--- src/sv/ultrasonic_obstacle_avoid_sequencer_macros.svh ---
`ifndef ULTRASONIC_OBSTACLE_AVOID_SEQUENCER_MACROS_SVH
`define ULTRASONIC_OBSTACLE_AVOID_SEQUENCER_MACROS_SVH

// invariant checked at every edge out of reset
`define UOAS_CHECK(label, cond, msg) \
    label: assert property (@(posedge i_clk) disable iff (!i_rst_n) (cond)) \
        else $error(msg);

// consequence checked in the cycle after the trigger
`define UOAS_CHECK_NEXT(label, ante, cons, msg) \
    label: assert property (@(posedge i_clk) disable iff (!i_rst_n) (ante) |=> (cons)) \
        else $error(msg);

`endif

--- src/sv/uoas_pkg.sv ---
`default_nettype none

package uoas_pkg;

    localparam int ECHO_W = 16;
    localparam int D16_W  = 15;
    localparam int DVS_W  = 14;
    localparam int QCNT_W = 4;
    localparam int DUTY_W = 8;
    localparam int HOLD_W = 8;
    localparam int DCM_W  = 11;
    localparam int DIR_W  = 2;
    localparam int CM_W   = 10;
    localparam int IDX_W  = 3;

    localparam logic [DIR_W-1:0] DIR_OFF  = 2'd0;
    localparam logic [DIR_W-1:0] DIR_FWD  = 2'd1;
    localparam logic [DIR_W-1:0] DIR_BACK = 2'd2;

    localparam logic [IDX_W-1:0] CFG_CRITICAL     = 3'd0;
    localparam logic [IDX_W-1:0] CFG_WARNING      = 3'd1;
    localparam logic [IDX_W-1:0] CFG_SAFE         = 3'd2;
    localparam logic [IDX_W-1:0] CFG_BACKUP_MS    = 3'd3;
    localparam logic [IDX_W-1:0] CFG_BRAKE_MS     = 3'd4;
    localparam logic [IDX_W-1:0] CFG_TURN_MS      = 3'd5;
    localparam logic [IDX_W-1:0] CFG_BACKUP_SPEED = 3'd6;
    localparam logic [IDX_W-1:0] CFG_SLOW_SPEED   = 3'd7;

    localparam logic [2:0] STEP_REVERSE = 3'd0;
    localparam logic [2:0] STEP_BRAKE   = 3'd1;
    localparam logic [2:0] STEP_STOP_A  = 3'd2;
    localparam logic [2:0] STEP_TURN    = 3'd3;
    localparam logic [2:0] STEP_STOP_B  = 3'd4;

    typedef struct packed {
        logic [CM_W-1:0]   critical_cm;
        logic [CM_W-1:0]   warning_cm;
        logic [CM_W-1:0]   safe_cm;
        logic [HOLD_W-1:0] backup_ms;
        logic [HOLD_W-1:0] brake_ms;
        logic [HOLD_W-1:0] turn_ms;
        logic [DUTY_W-1:0] backup_speed;
        logic [DUTY_W-1:0] slow_speed;
    } t_cfg;

    typedef struct packed {
        logic              start;
        logic [DVS_W-1:0]  hi;
        logic [D16_W-1:0]  lo;
        logic [DVS_W-1:0]  dvs;
        logic [QCNT_W-1:0] cnt;
    } t_div_req;

    typedef struct packed {
        logic             done;
        logic [D16_W-1:0] q;
    } t_div_rsp;

endpackage

`default_nettype wire

--- src/sv/uoas_div.sv ---
`default_nettype none

module uoas_div (
    input  logic               i_clk,
    input  logic               i_rst_n,
    input  uoas_pkg::t_div_req i_req,
    output uoas_pkg::t_div_rsp o_rsp
);
    import uoas_pkg::*;

    logic              r_busy;
    logic              r_done;
    logic [QCNT_W-1:0] r_cnt;
    logic [DVS_W-1:0]  r_rem;
    logic [DVS_W-1:0]  r_dvs;
    logic [D16_W-1:0]  r_lo;
    logic [D16_W-1:0]  r_q;

    logic [DVS_W:0] w_sh;
    logic [DVS_W:0] w_diff;
    logic           w_ge;

    assign w_sh   = {r_rem, r_lo[D16_W-1]};
    assign w_ge   = w_sh >= {1'b0, r_dvs};
    assign w_diff = w_sh - {1'b0, r_dvs};

    always_ff @(posedge i_clk) begin
        if (!i_rst_n) begin
            r_busy <= 1'b0;
            r_done <= 1'b0;
            r_cnt  <= '0;
        end else begin
            r_done <= 1'b0;
            if (i_req.start) begin
                r_busy <= 1'b1;
                r_cnt  <= i_req.cnt;
            end else if (r_busy) begin
                r_cnt <= r_cnt - 1'b1;
                if (r_cnt == QCNT_W'(1)) begin
                    r_busy <= 1'b0;
                    r_done <= 1'b1;
                end
            end
        end
    end

    always_ff @(posedge i_clk) begin
        if (i_req.start) begin
            r_rem <= i_req.hi;
            r_dvs <= i_req.dvs;
            r_lo  <= i_req.lo;
            r_q   <= '0;
        end else if (r_busy) begin
            r_rem <= w_ge ? w_diff[DVS_W-1:0] : w_sh[DVS_W-1:0];
            r_lo  <= {r_lo[D16_W-2:0], 1'b0};
            r_q   <= {r_q[D16_W-2:0], w_ge};
        end
    end

    assign o_rsp.done = r_done;
    assign o_rsp.q    = r_q;

endmodule

`default_nettype wire

--- src/sv/uoas_seq.sv ---
`default_nettype none
`include "ultrasonic_obstacle_avoid_sequencer_macros.svh"

module uoas_seq #(
    parameter int SAMPLES = 5
) (
    input  logic                                i_clk,
    input  logic                                i_rst_n,
    input  uoas_pkg::t_cfg                      i_cfg,
    input  logic                                i_in_valid,
    output logic                                o_in_stall,
    input  logic [uoas_pkg::ECHO_W-1:0]         i_echo_us,
    output uoas_pkg::t_div_req                  o_div_req,
    input  uoas_pkg::t_div_rsp                  i_div_rsp,
    output logic                                o_out_valid,
    input  logic                                i_out_stall,
    output logic [uoas_pkg::DIR_W-1:0]          o_left_dir,
    output logic [uoas_pkg::DIR_W-1:0]          o_right_dir,
    output logic [uoas_pkg::DUTY_W-1:0]         o_left_duty,
    output logic [uoas_pkg::DUTY_W-1:0]         o_right_duty,
    output logic [uoas_pkg::HOLD_W-1:0]         o_hold_ms,
    output logic [uoas_pkg::DCM_W-1:0]          o_distance_cm,
    output logic                                o_last
);
    import uoas_pkg::*;

    localparam int SUM_W  = $clog2(SAMPLES * 65535 + 1);
    localparam int CNT_W  = (SAMPLES > 1) ? $clog2(SAMPLES) : 1;
    localparam int MUL2_W = D16_W + 8;
    localparam int RCP_SH = 32;
    localparam int PROD_W = SUM_W + RCP_SH;
    // ceil(2^32 * 272 / (1000 * SAMPLES)); the floor is exact for every reachable sum
    localparam logic [RCP_SH-1:0] AVG_RECIP = RCP_SH'(
        ((64'd272 << RCP_SH) + 64'(1000 * SAMPLES) - 64'd1) / 64'(1000 * SAMPLES));

    typedef enum logic [4:0] {
        S_IDLE  = 5'b00001,
        S_MUL   = 5'b00010,
        S_CLASS = 5'b00100,
        S_DIV2  = 5'b01000,
        S_EMIT  = 5'b10000
    } t_state;

    t_state             r_state, n_state;
    logic [SUM_W-1:0]   r_sum;
    logic [CNT_W-1:0]   r_cnt;
    logic [D16_W-1:0]   r_d16;
    logic [DUTY_W-1:0]  r_duty;
    logic               r_man;
    logic [2:0]         r_idx;

    logic               r_out_valid;
    logic [DIR_W-1:0]   r_left_dir, r_right_dir;
    logic [DUTY_W-1:0]  r_left_duty, r_right_duty;
    logic [HOLD_W-1:0]  r_hold_ms;
    logic [DCM_W-1:0]   r_distance_cm;
    logic               r_last;

    logic               w_in_acc;
    logic               w_close;
    logic [PROD_W-1:0]  w_avg_prod;
    logic [MUL2_W-1:0]  w_num2;
    logic [D16_W-1:0]   w_crit16, w_warn16, w_safe16;
    logic               w_is_man, w_is_slow, w_is_full;
    logic               w_load, w_last_item;
    logic [15:0]        w_rtrim_p, w_ltrim_p;
    logic [DIR_W-1:0]   w_ld, w_rd;
    logic [DUTY_W-1:0]  w_lduty, w_rduty;
    logic [HOLD_W-1:0]  w_hold;

    assign o_in_stall = (r_state != S_IDLE);
    assign w_in_acc   = i_in_valid && (r_state == S_IDLE);
    assign w_close    = (r_cnt == CNT_W'(SAMPLES - 1));

    assign w_avg_prod = PROD_W'(r_sum) * PROD_W'(AVG_RECIP);
    assign w_num2     = {r_d16, 8'h00} - MUL2_W'(r_d16);

    assign w_crit16  = D16_W'({i_cfg.critical_cm, 4'h0});
    assign w_warn16  = D16_W'({i_cfg.warning_cm, 4'h0});
    assign w_safe16  = D16_W'({i_cfg.safe_cm, 4'h0});
    assign w_is_man  = r_d16 <= w_crit16;
    assign w_is_slow = r_d16 < w_warn16;
    assign w_is_full = r_d16 > w_safe16;

    always_comb begin
        o_div_req       = '0;
        o_div_req.start = 1'b0;
        unique case (r_state)
            S_CLASS: begin
                o_div_req.start = !w_is_man && !w_is_slow && !w_is_full;
                o_div_req.hi    = w_num2[DVS_W+7:8];
                o_div_req.lo    = {w_num2[DUTY_W-1:0], (D16_W - DUTY_W)'(0)};
                o_div_req.dvs   = (i_cfg.safe_cm == '0) ? DVS_W'(16)
                                                        : {i_cfg.safe_cm, 4'h0};
                o_div_req.cnt   = QCNT_W'(DUTY_W);
            end
            default: ;
        endcase
    end

    assign w_load      = (r_state == S_EMIT) && (!r_out_valid || !i_out_stall);
    assign w_last_item = !r_man || (r_idx == STEP_STOP_B);

    always_comb begin
        n_state = r_state;
        unique case (r_state)
            S_IDLE:  if (w_in_acc && w_close) n_state = S_MUL;
            S_MUL:   n_state = S_CLASS;
            S_CLASS: n_state = o_div_req.start ? S_DIV2 : S_EMIT;
            S_DIV2:  if (i_div_rsp.done) n_state = S_EMIT;
            S_EMIT:  if (w_load && w_last_item) n_state = S_IDLE;
            default: n_state = S_IDLE;
        endcase
    end

    always_ff @(posedge i_clk) begin
        if (!i_rst_n) begin
            r_state     <= S_IDLE;
            r_sum       <= '0;
            r_cnt       <= '0;
            r_man       <= 1'b0;
            r_idx       <= '0;
            r_out_valid <= 1'b0;
        end else begin
            r_state <= n_state;
            if (w_in_acc) begin
                r_sum <= r_sum + SUM_W'(i_echo_us);
                r_cnt <= w_close ? '0 : r_cnt + 1'b1;
            end
            if (r_state == S_MUL) begin
                r_sum <= '0;
            end
            if (r_state == S_CLASS) begin
                r_man <= w_is_man;
                r_idx <= STEP_REVERSE;
            end
            if (w_load) begin
                r_idx <= r_idx + 1'b1;
            end
            if (w_load) begin
                r_out_valid <= 1'b1;
            end else if (!i_out_stall) begin
                r_out_valid <= 1'b0;
            end
        end
    end

    always_ff @(posedge i_clk) begin
        if (r_state == S_MUL) begin
            r_d16 <= w_avg_prod[RCP_SH +: D16_W];
        end
        if (r_state == S_CLASS) begin
            if (w_is_slow) begin
                r_duty <= i_cfg.slow_speed;
            end else begin
                r_duty <= '1;
            end
        end
        if (r_state == S_DIV2 && i_div_rsp.done) begin
            r_duty <= i_div_rsp.q[DUTY_W-1:0];
        end
    end

    assign w_rtrim_p = 16'(i_cfg.backup_speed) * 16'd197;
    assign w_ltrim_p = 16'(r_duty) * 16'd243;

    always_comb begin
        w_ld    = DIR_OFF;
        w_rd    = DIR_OFF;
        w_lduty = '0;
        w_rduty = '0;
        w_hold  = '0;
        if (!r_man) begin
            w_ld    = DIR_FWD;
            w_rd    = DIR_FWD;
            w_lduty = w_ltrim_p[15:8];
            w_rduty = r_duty;
        end else begin
            unique case (r_idx)
                STEP_REVERSE: begin
                    w_ld    = DIR_BACK;
                    w_rd    = DIR_BACK;
                    w_lduty = i_cfg.backup_speed;
                    w_rduty = w_rtrim_p[15:8];
                    w_hold  = i_cfg.backup_ms;
                end
                STEP_BRAKE: begin
                    w_ld    = DIR_FWD;
                    w_rd    = DIR_BACK;
                    w_lduty = i_cfg.backup_speed;
                    w_rduty = w_rtrim_p[15:8];
                    w_hold  = i_cfg.brake_ms;
                end
                STEP_TURN: begin
                    w_ld    = DIR_FWD;
                    w_rd    = DIR_BACK;
                    w_lduty = i_cfg.slow_speed;
                    w_rduty = i_cfg.slow_speed;
                    w_hold  = i_cfg.turn_ms;
                end
                default: ;
            endcase
        end
    end

    always_ff @(posedge i_clk) begin
        if (w_load) begin
            r_left_dir    <= w_ld;
            r_right_dir   <= w_rd;
            r_left_duty   <= w_lduty;
            r_right_duty  <= w_rduty;
            r_hold_ms     <= w_hold;
            r_distance_cm <= r_d16[D16_W-1:4];
            r_last        <= w_last_item;
        end
    end

    assign o_out_valid   = r_out_valid;
    assign o_left_dir    = r_left_dir;
    assign o_right_dir   = r_right_dir;
    assign o_left_duty   = r_left_duty;
    assign o_right_duty  = r_right_duty;
    assign o_hold_ms     = r_hold_ms;
    assign o_distance_cm = r_distance_cm;
    assign o_last        = r_last;

    `UOAS_CHECK(a_done_in_div, !i_div_rsp.done || r_state == S_DIV2, "stray divider done")
    `UOAS_CHECK_NEXT(a_close_window, w_in_acc && w_close, r_state == S_MUL, "window close missed")
    `UOAS_CHECK_NEXT(a_last_to_idle, w_load && w_last_item, !o_in_stall && o_last, "final beat")

endmodule

`default_nettype wire

--- src/sv/ultrasonic_obstacle_avoid_sequencer.sv ---
// channel   dir  handshake                    payload
// input     in   i_in_valid / o_in_stall      i_echo_us
// result    out  o_out_valid / i_out_stall    o_left_dir .. o_last
// config    in   i_cfg_valid / o_cfg_ready    i_cfg_index, i_cfg_data
//
// A sample that does not close the window is only added to the sum, and the input stays open.
// A closing sample is accepted, then the reciprocal multiply forms the average, then
// it is classified; when the duty is scaled it then goes to the restoring divider (one
// quotient bit per cycle), and the result follows as 1 or 5 result beats.
// Reset is synchronous, active low; it clears the sum and count and loads the config defaults.
// o_in_stall is high from a closing sample until the final result beat is loaded;
// a stalled result beat holds in the output register.
`default_nettype none

module ultrasonic_obstacle_avoid_sequencer #(
    parameter int SAMPLES = 5
) (
    input  logic                            i_clk,
    input  logic                            i_rst_n,
    input  logic                            i_in_valid,
    output logic                            o_in_stall,
    input  logic [uoas_pkg::ECHO_W-1:0]     i_echo_us,
    output logic                            o_out_valid,
    input  logic                            i_out_stall,
    output logic [uoas_pkg::DIR_W-1:0]      o_left_dir,
    output logic [uoas_pkg::DIR_W-1:0]      o_right_dir,
    output logic [uoas_pkg::DUTY_W-1:0]     o_left_duty,
    output logic [uoas_pkg::DUTY_W-1:0]     o_right_duty,
    output logic [uoas_pkg::HOLD_W-1:0]     o_hold_ms,
    output logic [uoas_pkg::DCM_W-1:0]      o_distance_cm,
    output logic                            o_last,
    input  logic                            i_cfg_valid,
    output logic                            o_cfg_ready,
    input  logic [uoas_pkg::IDX_W-1:0]      i_cfg_index,
    input  logic [uoas_pkg::CM_W-1:0]       i_cfg_data
);
    import uoas_pkg::*;

    t_cfg     r_cfg;
    t_div_req w_div_req;
    t_div_rsp w_div_rsp;

    assign o_cfg_ready = 1'b1;

    always_ff @(posedge i_clk) begin
        if (!i_rst_n) begin
            r_cfg.critical_cm  <= CM_W'(40);
            r_cfg.warning_cm   <= CM_W'(80);
            r_cfg.safe_cm      <= CM_W'(120);
            r_cfg.backup_ms    <= HOLD_W'(70);
            r_cfg.brake_ms     <= HOLD_W'(15);
            r_cfg.turn_ms      <= HOLD_W'(50);
            r_cfg.backup_speed <= DUTY_W'(150);
            r_cfg.slow_speed   <= DUTY_W'(100);
        end else if (i_cfg_valid && o_cfg_ready) begin
            unique case (i_cfg_index)
                CFG_CRITICAL:     r_cfg.critical_cm  <= i_cfg_data;
                CFG_WARNING:      r_cfg.warning_cm   <= i_cfg_data;
                CFG_SAFE:         r_cfg.safe_cm      <= i_cfg_data;
                CFG_BACKUP_MS:    r_cfg.backup_ms    <= i_cfg_data[HOLD_W-1:0];
                CFG_BRAKE_MS:     r_cfg.brake_ms     <= i_cfg_data[HOLD_W-1:0];
                CFG_TURN_MS:      r_cfg.turn_ms      <= i_cfg_data[HOLD_W-1:0];
                CFG_BACKUP_SPEED: r_cfg.backup_speed <= i_cfg_data[DUTY_W-1:0];
                CFG_SLOW_SPEED:   r_cfg.slow_speed   <= i_cfg_data[DUTY_W-1:0];
                default: ;
            endcase
        end
    end

    uoas_seq #(
        .SAMPLES (SAMPLES)
    ) u_seq (
        .i_clk         (i_clk),
        .i_rst_n       (i_rst_n),
        .i_cfg         (r_cfg),
        .i_in_valid    (i_in_valid),
        .o_in_stall    (o_in_stall),
        .i_echo_us     (i_echo_us),
        .o_div_req     (w_div_req),
        .i_div_rsp     (w_div_rsp),
        .o_out_valid   (o_out_valid),
        .i_out_stall   (i_out_stall),
        .o_left_dir    (o_left_dir),
        .o_right_dir   (o_right_dir),
        .o_left_duty   (o_left_duty),
        .o_right_duty  (o_right_duty),
        .o_hold_ms     (o_hold_ms),
        .o_distance_cm (o_distance_cm),
        .o_last        (o_last)
    );

    uoas_div u_div (
        .i_clk   (i_clk),
        .i_rst_n (i_rst_n),
        .i_req   (w_div_req),
        .o_rsp   (w_div_rsp)
    );

endmodule

`default_nettype wire

--- config.mk ---
export PLATFORM = sky130hd
export DESIGN_NAME = ultrasonic_obstacle_avoid_sequencer
export DESIGN_NICKNAME = d
export VERILOG_FILES = /design/src/sv/uoas_pkg.sv /design/src/sv/uoas_div.sv /design/src/sv/uoas_seq.sv /design/src/sv/ultrasonic_obstacle_avoid_sequencer.sv
export VERILOG_INCLUDE_DIRS = /design/src /design/src/sv
export SDC_FILE = /design/constraint.sdc
export NUM_CORES = 1
export LEC_CHECK = 0
export ABC_AREA = 0
export BUFFER_PORTS_ARGS = -buffer_cell sky130_fd_sc_hd__clkbuf_2
export CAP_MARGIN = 20
export CORE_MARGIN = 2
export CORE_UTILIZATION = 58
export DETAILED_ROUTE_END_ITERATION = 10
export GPL_TIMING_DRIVEN = 0
export PLACE_DENSITY_LB_ADDON = 0.05
export SLEW_MARGIN = 25
export SYNTH_ARGS = -nofsm -noshare
export SYNTH_HDL_FRONTEND = slang
export SYNTH_SLANG_ARGS = --single-unit
--- constraint.sdc ---
create_clock -name i_clk -period 5.5 [get_ports i_clk]
set_input_delay 1.375 -clock i_clk [delete_from_list [all_inputs] [get_ports i_clk]]
set_output_delay 1.375 -clock i_clk [all_outputs]
set_load 0.02 [all_outputs]
### Yosys cells after proc, flatten, opt, wreduce, memory -nomap -nowiden

Index checks and enable logic that the tools add are counted.

* add/sub/neg operators: 6
* $mul: 3
* magnitude comparators: 4
* eq/ne operators: 22
* muxes and demuxes: 33
* bitwise operators: 3
* reduce and logical (&&, ||, !) cells: 36

Operator list (count)
* 14-bit two-way mux: 4
* 48-bit two-way mux: 1
* 19-bit by 28-bit multiplier with 47-bit output (second input constant): 1
* 8-bit two-way mux: 5
* 8-bit by 8-bit multiplier with 16-bit output (second input constant): 2
* 8-bit case mux with 2 select lines: 2
* 15-bit two-way mux: 2
* 5-bit case mux with 5 select lines: 1
* 8-bit case mux with 3 select lines: 1
* 22-bit by 15-bit subtractor with 22-bit output: 1
* 5-bit two-way mux: 4
* 19-bit by 16-bit adder with 19-bit output: 1
* 3-bit equality test (second input constant): 6
* 2-bit AND reduction: 8
* 15-bit by 14-bit greater-or-equal comparator with 1-bit output: 1
* 15-bit by 14-bit > comparator with 1-bit output: 1
* 15-bit by 14-bit <= comparator with 1-bit output: 1
* 15-bit by 14-bit < comparator with 1-bit output: 1
* 14-bit subtractor: 1
* 10-bit zero test: 1
* 3-bit by 2-bit equality test with 1-bit output (second input constant): 3
* 3-bit two-way mux: 3
* 4-bit two-way mux: 2
* 2-bit OR reduction: 4
* other kinds (23): 50

* bits in registers: 222
* input bits: 34
* output and inout port bits: 43
* word-level logic and storage cells: 138

### Longest topological paths before layout

Gate-level depths: netlist of the first run.

* depth after elaboration: 7
* gate-level depth with buffers: 21
* gate-level depth less buffers: 21

### Hierarchy

From an unflattened synthesis of the first run, not the netlist that was laid out.

* cell total of the unflattened synthesis: 2327
* area, all modules: 22830.6 um2

By module, submodules not included
* uoas_seq: times used 1, cells each 1752, area each 16617.2 um2, sequential area each 2532.4 um2
* uoas_div: times used 1, cells each 315, area each 3488.3 um2, sequential area each 1711.6 um2
* ultrasonic_obstacle_avoid_sequencer: times used 1, cells each 260, area each 2725.1 um2, sequential area each 1401.3 um2

### Worst setup path after synthesis of the first run

No wires, ideal clock.

* kind: register to register
* start: reg u_seq.r_sum[11]
* end: reg u_seq.r_d16[13], data pin
* library setup time: 0.262 ns
* arrival time: 5.564 ns
* setup slack: -0.326 ns
* stages on the path, launching flop included: 19
* path buffers: 0
* path through: dfxtp_1 -> fa_1 -> fa_1 -> inv_1 -> fa_1 -> inv_1 -> fa_1 -> fa_1 -> inv_1 -> fa_1 -> inv_1 -> ha_1 -> nand4_1 -> or4_4 -> nor3_2 -> o2bb2ai_2 -> o311ai_2 -> o21bai_1 -> xor2_1

* cells in the longest elaborated chain, start to end: 1

Ends and longest elaborated chain
* start, declared: line uoas_seq.sv:45 `logic [SUM_W-1:0] r_sum;`
* start signal, assigned: line uoas_seq.sv:127 `r_sum <= r_sum + SUM_W'(i_echo_us);`
* 19-bit by 28-bit multiplier with 47-bit output: line uoas_seq.sv:75 `assign w_avg_prod = PROD_W'(r_sum) * PROD_W'(AVG_RECIP);`
* net u_seq.w_avg_prod[45]: line uoas_seq.sv:61 `logic [PROD_W-1:0] w_avg_prod;`
* end signal, assigned: line uoas_seq.sv:150 `r_d16 <= w_avg_prod[RCP_SH +: D16_W];`
* end, declared: line uoas_seq.sv:47 `logic [D16_W-1:0] r_d16;`

The timed path passes the listed nets, and every way through them passes these cells.
A chain may end at the register's enable or synchronous reset.

### Worst setup path after layout of the first run

* start: reg u_seq.r_sum[12]
* end: reg u_seq.r_d16[12], data pin

The elaborated chain is that of the path after synthesis.

==> results of run 1 <==
## cells by family (layout without fill, tap and decap cells)
family	Yosys count	after routing	synth area share, %
multiplexers	35	35	1.77
XOR/XNOR	68	68	2.80
other	1	1	0.0176
AO/OA/AOI/OAI	335	335	10.7
buffers and inverters	475	649	8.79
AND/OR/NAND/NOR	527	527	11.6
adder cells (fa/ha/maj)	557	557	40.0
flip-flops	211	211	24.3
## how the worst min path moves through the flow
| stage | start | end | slack [ns] | cells past startpoint |
|---|---|---|---|---|
| finish | r_cfg[32]$_SDFFE_PN0P_ | r_cfg[32]$_SDFFE_PN0P_ | 0.46 | 2 |
| global route | r_cfg[32]$_SDFFE_PN0P_ | r_cfg[32]$_SDFFE_PN0P_ | 0.49 | 2 |
| CTS | r_cfg[28]$_SDFFE_PN0P_ | r_cfg[28]$_SDFFE_PN0P_ | 0.47 | 2 |
| detailed placement | r_cfg[21]$_SDFFE_PN1P_ | r_cfg[21]$_SDFFE_PN1P_ | 0.46 | 2 |
| global placement | r_cfg[17]$_SDFFE_PN1P_ | r_cfg[17]$_SDFFE_PN1P_ | 0.45 | 2 |
| floorplan | r_cfg[20]$_SDFFE_PN1P_ | r_cfg[20]$_SDFFE_PN1P_ | 0.44 | 2 |
## layout make-up
cell class                 count  area share [%]
multi-input combinational   1523            61.1
timing repair buffer         129            3.51
clock buffer                  39            3.19
inverter                     425            6.68
buffer                        50            1.14
clock inverter                 6           0.171
tap                          468            2.43
sequential                   211            21.8
## state kept, by name, indices dropped and copies added, names as in the netlist, 3 cells and up
name / count
r_cfg: 70
u_seq.r_sum: 19
u_seq.r_d16: 15
u_div.r_rem: 14
u_seq.o_distance_cm: 11
u_div.r_dvs: 10
u_div.r_lo: 8
u_div.r_q: 8
u_seq.o_hold_ms: 8
u_seq.o_left_duty: 8
u_seq.o_right_duty: 8
u_seq.r_duty: 8
u_seq.r_state: 5
u_div.r_cnt: 4
u_seq.r_cnt: 3
u_seq.r_idx: 3
## layer usage
layer	GRT usage, %	share of wire, %
met1	34.8	40
met2	54.6	52
met5	0	0.056
met3	2.97	3.6
met4	11.0	4.3
## synth_stat cells, types with 8 or more instances
cell      count  area (µm²)
or3_1         8        50.1
edfxtp_1     95        2850
and2_1       18         113
o31ai_1       9        67.6
nand2_1     201         754
fa_1        206        4120
nor2b_1      17         106
and3_1       13        81.3
nor3_1       29         145
a31oi_1      10        62.6
mux2i_1      14         140
nand4_1      17         106
a21boi_0     52         390
clkbuf_1     33         124
inv_1       424        1590
mux2_2       16         180
a21oi_1      81         405
nand2b_1     18         113
dfxtp_1     116        2320
nand3_1      49         245
o21ai_0      48         240
xor2_1       26         228
nor4_1        8        50.1
nor2_1      120         450
a222oi_1      8        80.1
xnor2_1      42         368
a211oi_1     14         105
ha_1        351        4390
o21a_1        9        67.6
a21o_1       30         225
a221oi_1     10        87.6
o211ai_1     13        97.6
## tightest hold or removal path: cells and delay by family (launching register included)
kind | cells | cell delay (ns)
simple gates | 1 | 0.05
compound gates | 1 | 0.06
flops | 1 | 0.30
## power groups by stage
| stage | registers [mW] | logic, mW | clock network, mW |
|---|---|---|---|
| after floorplan | 1.85 | 4.29 | 0 |
| after global placement | 1.89 | 5.69 | 0 |
| after detailed placement | 1.89 | 5.78 | 0 |
| after CTS | 1.84 | 6.52 | 1.63 |
| after global routing | 1.84 | 8.24 | 1.69 |
| final | 1.84 | 7.31 | 1.61 |
## through the flow
| step | instances | setup slack (ns) | hold WS (ns) |
|---|---|---|---|
| floorplan | 2209 | -0.0791 | 0.440 |
| global placement | 2741 | -0.827 | 0.451 |
| CTS | 2823 | -0.254 | 0.468 |
| global route | 2851 | -0.447 | 0.488 |
| detailed placement | 2743 | -0.859 | 0.458 |
| finish | 2851 | -0.283 | 0.464 |
## what timing repair did
action / in CTS / in global routing
resized for setup: 61 / 47
setup endpoints to repair: 15 / 15
hold buffers: 0 / 0
setup buffers: 35 / 28
pin swaps: 40 / 41
==> metrics, run 1 <==
status=finished, violations left; violated checks=setup timing; design area=24,100 µm²; crit-path max FO=5; Filler cells=2,973; most common cell after layout, fill and taps aside=inv_1; Clock Power Share=15.0%; number of global-route vias before repair=16.9k; input/output buffers=64; CP endpoint kind=register; die area=38,200 µm²; Worst-path clk slew=0.06 ns; Logic pwr share=67.9%; reg2reg start=u_seq.r_sum[12]$_SDFFE_PP0P_; Hold WC Path Type=reg2reg; ys async rst share=0%; Area Growth Syn to Fin=13.2%; Antenna diodes=0; Post-synth EDFFs=95; wire length per cell=18.7 µm; DIE WIDTH=196 µm; critical path data required time=5.77 ns; routability cong.=0.929; Sink Count=211; nets@finish=2,956; Tcrit/Tclk final=105%; FF-to-FF path depth=20; Global Route Usage Sum=29.3%; setup violators final=11; Fin. Hold Viols=0; library cells used by synthesis=76; Core ar.=36,300 µm²; DR pass1 iterations=10; maximum buffer depth of the clock tree=3; fmax=0.173 GHz; Worst setup SP type=register; number of antenna violations at the first check in global routing=3; critical path depth=20; drt via density=5.56; Synth Instances=2,209; Psw=4.79 mW; Setup crit end=u_seq.r_d16[12]$_DFFE_PP_; maximum vdd drop=0.00139 V; Setup TNS Final=-2.40 ns; timing startpoint of the critical path=u_seq.r_sum[12]$_SDFFE_PP0P_; clock latency on the worst-skew pair=0.53 ns; reg2reg end=u_seq.r_d16[12]$_DFFE_PP_; worst slew pin tran=1.01 ns; final WL=53,300 µm; CP cell instances=fa_2, buf_4, fa_1, inv_1, fa_1, fa_1, inv_2, fa_1, inv_1, fa_1, inv_2, ha_4, nand4_1, or4_4, buf_6, o2bb2ai_4, buf_6, o41ai_2, o21bai_1, xor2_1; Max Cap Viol=0; Post-DRT Antenna Nets=0; first-pass GRT wire length=88,000 µm; switching share of total power=44.5%; layout cell share with drive strength beyond 1=13.5%; GRT Residual Overflow=0; CP peak stage delay=0.54 ns; Synth Warn #=0; relative slew slack=31.7%; final setup margin=-0.283 ns; Setup CP Type=reg2reg; CTS root buffer=clkbuf_16; final slew viol count=0; CTS Buf Count=25; Sequential Power Share=17.1%; total number of vias=15.8k; crit path time final=5.78 ns; Final Core Density=66.3%; area occupied by multi-input gates=14,700 µm²; syn_nets=2,800; total power=10.8 mW; DRC=0; most frequent cells in the layout=399 x inv_1, 322 x ha_1, 200 x nand2_1, 199 x fa_1, 119 x nor2_1; initial core utilization=58.5%; Buf+Inv Stages, Crit Path=7; Top FF cell, synth=dfxtp_1; Placed Area=22,300 µm²; share of the yosys chip area belonging to registers=24.3%; post-DP HPWL=42,300 µm; power per cell area=447 nW/µm²; unrepaired setup endpoints after global routing=true; syn avg cell area=9.63 µm²; Critical-path top delay cell=fa_1; die height=196 µm; htree depth=1; Row Count=70; Reg2Reg Setup Slack=-0.28 ns; number of top-level pins=77; crit-path most repeated cell=fa_1; Int Pwr=5.97 mW; Lkg Pwr=11.7 nW; Seq cells post-synth=211; Arr. time, crit path=6.06 ns; clock skew=0.0130 ns; initial detailed-routing violation count=786; cell family with most CP delay=adder cells; largest net degree at the start of global routing=31; CTS tree=done; post-synth design cell area=21,300 µm²; Reg area=5240 µm²
Note: power is estimated with default switching activity, not from simulation.
==> inputs of run 2 (changes only) <==
--- a/config.mk
+++ b/config.mk
@@ -6,11 +6,11 @@
 export SDC_FILE = /design/constraint.sdc
 export NUM_CORES = 1
 export LEC_CHECK = 0
-export ABC_AREA = 0
+export ABC_AREA = 1
 export BUFFER_PORTS_ARGS = -buffer_cell sky130_fd_sc_hd__clkbuf_2
 export CAP_MARGIN = 20
 export CORE_MARGIN = 2
-export CORE_UTILIZATION = 58
+export CORE_UTILIZATION = 59
 export DETAILED_ROUTE_END_ITERATION = 10
 export GPL_TIMING_DRIVEN = 0
 export PLACE_DENSITY_LB_ADDON = 0.05
==> metrics, run 2 <==
Tcrit/Tclk final=97.5%; CP peak stage delay=0.58 ns; routability cong.=0.989; Worst setup SP type=register; critical path depth=20; Placed Area=24,800 µm²; GRT Residual Overflow=0; most common cell after layout, fill and taps aside=inv_1; crit-path max FO=9; Global Route Usage Sum=32.0%; maximum buffer depth of the clock tree=3; die height=205 µm; Core ar.=39,700 µm²; initial detailed-routing violation count=1,267; Arr. time, crit path=5.61 ns; worst slew pin tran=0.914 ns; Max Cap Viol=0; Biggest register=r_cfg; Antenna diodes=0; Synth Warn #=0; Sink Count=211; DIE WIDTH=205 µm; Row Count=73; setup violators final=0; syn_nets=3,671; syn avg cell area=7.70 µm²; reg2reg end=u_seq.r_d16[14]$_DFFE_PP_; Setup CP Type=reg2reg; Post-synth EDFFs=95; number of global-route vias before repair=20.0k; Top FF cell, synth=dfxtp_1; ys async rst share=0%; share of the synthesized area in the top cell type=18.5%; post-synth design cell area=23,700 µm²; reg2reg start=u_seq.r_sum[8]$_SDFFE_PP0P_; nets@finish=3,801; relative slew slack=38.9%; CTS root buffer=clkbuf_16; CP endpoint kind=register; final WL=65,900 µm; Hold WC Path Type=reg2reg; number of top-level pins=77; largest net degree at the start of global routing=30; Synth top cells by count=705 x inv_1, 657 x nand2_1, 351 x ha_1, 253 x nor2_1, 206 x fa_1; CTS tree=done; htree depth=1; layout cell share with drive strength beyond 1=9.48%; post-DP HPWL=54,300 µm; Seq cells post-synth=211; max reg flops=70; Area Growth Syn to Fin=11.4%; design area=26,400 µm²; top-count cell post-synth=inv_1; CP cell instances=fa_1, inv_1, fa_1, inv_1, fa_1, fa_1, fa_1, inv_1, fa_1, inv_1, ha_4, nand2_2, nor2_4, nand2_1, inv_1, nand2_1, nor3_2, nand2_1, nand4_1, nand2_1; final setup margin=0.140 ns; CTS Hold Buffers Added=0; Post-Place Setup Slack=-0.663 ns; Post-DRT Antenna Nets=0; drt via density=5.40; crit-path most repeated cell=fa_1; Synth Instances=3,080; share of the yosys chip area belonging to registers=21.8%; clock skew=0.0391 ns; FF-to-FF path depth=20; Fin. Hold Viols=0; biggest regs=r_cfg: 70 flops, u_seq.r_sum: 19 flops, u_seq.r_d16: 15 flops; Reg2Reg Setup Slack=0.14 ns; Worst-path clk slew=0.06 ns; fmax=0.187 GHz; largest area contributor in the netlist=ha_1; status=finished clean; total number of vias=20.3k; timing startpoint of the critical path=u_seq.r_sum[8]$_SDFFE_PP0P_; Setup crit end=u_seq.r_d16[14]$_DFFE_PP_; Placed Cells=3,678; wire length per cell=17.6 µm; DRC=0; initial core utilization=59.7%; critical path data required time=5.75 ns; die area=41,800 µm²; non-filler instance count after layout=3,753; Buf+Inv Stages, Crit Path=5; number of antenna violations at the first check in global routing=0; input/output buffers=71; Critical-path top delay cell=fa_1; CTS Buf Count=24; crit path time final=5.36 ns; Filler cells=3,463; cell family with most CP delay=adder cells; final slew viol count=0; DR pass1 iterations=5; library cells used by synthesis=50; most frequent cells in the layout=695 x inv_1, 641 x nand2_1, 330 x ha_1, 230 x nor2_1, 205 x fa_1; Synth area leaders=ha_1 19%, fa_1 17%, edfxtp_1 12%; clock latency on the worst-skew pair=0.54 ns; first-pass GRT wire length=105,000 µm
## run 2: cell types whose count changed after synthesis, sizes merged, moves of 21 or more
cell	before	now
mux2	21	0
xnor2	42	16
nand3	49	121
nand2	201	661
inv	424	709
a21o	30	8
nand4	18	41
a21oi	81	176
nor2	120	260
a21boi	52	8
o21ai	51	144
## run 2: worst min-delay path by stage
stage	startpoint	endpoint	cells past startpoint
floorplan	r_cfg[26]$_SDFFE_PN1P_	r_cfg[26]$_SDFFE_PN1P_	2
detailed placement	r_cfg[23]$_SDFFE_PN0P_	r_cfg[23]$_SDFFE_PN0P_	2
global placement	r_cfg[23]$_SDFFE_PN0P_	r_cfg[23]$_SDFFE_PN0P_	2
global route	r_cfg[58]$_SDFFE_PN0P_	r_cfg[58]$_SDFFE_PN0P_	2
CTS	r_cfg[23]$_SDFFE_PN0P_	r_cfg[23]$_SDFFE_PN0P_	2
finish	r_cfg[23]$_SDFFE_PN0P_	r_cfg[23]$_SDFFE_PN0P_	2
## run 2: routing by layer
metal	global-route usage [%]	wire length, µm
met5	0	0
met4	9.63	2050
met3	2.50	3530
met2	57.0	32500
met1	41.6	27800
## run 2: tightest hold or removal path, stage by stage, from the launching register on
cell     delay (ns)
dfxtp_1        0.30
inv_1          0.06
a21oi_1        0.06
## run 2: cell families after synthesis
group,Yosys count,share of synthesized area (%)
AND/OR/NAND/NOR,1128,19.5
buffers and inverters,752,12.1
adder cells (fa/ha/maj),557,35.9
AO/OA/AOI/OAI,399,9.44
flip-flops,211,21.8
XOR/XNOR,32,1.18
other,1,0.0158
## run 2: area by class of cell
cell class                 count  area, µm²  area share [%]
multi-input combinational   2117      16200            61.2
timing repair buffer         104        616            2.33
buffer                        42        211           0.800
clock buffer                  26        639            2.42
sequential                   211       5240            19.8
clock inverter                18        236           0.895
tap                          525        657            2.49
inverter                     710       2670            10.1
## run 2: through the flow
step / utilization (%) / hold slack (ns) / setup TNS (ns)
CTS: 65.2 / 0.456 / 0
finish: 66.5 / 0.456 / 0
global placement: 62.3 / 0.441 / -6.36
floorplan: - / 0.429 / 0
global route: 66.5 / 0.483 / -0.0510
detailed placement: 62.3 / 0.448 / -7.22
## run 2: repair_timing
action                     in CTS  in global routing
pin swaps                       5                 29
buffers inserted               11                 20
resized for setup              60                 96
setup endpoints to repair      15                 15
Power of run 2 is not shown: default switching activity piles up to over one toggle a cycle in this logic, so the estimate is an artifact.
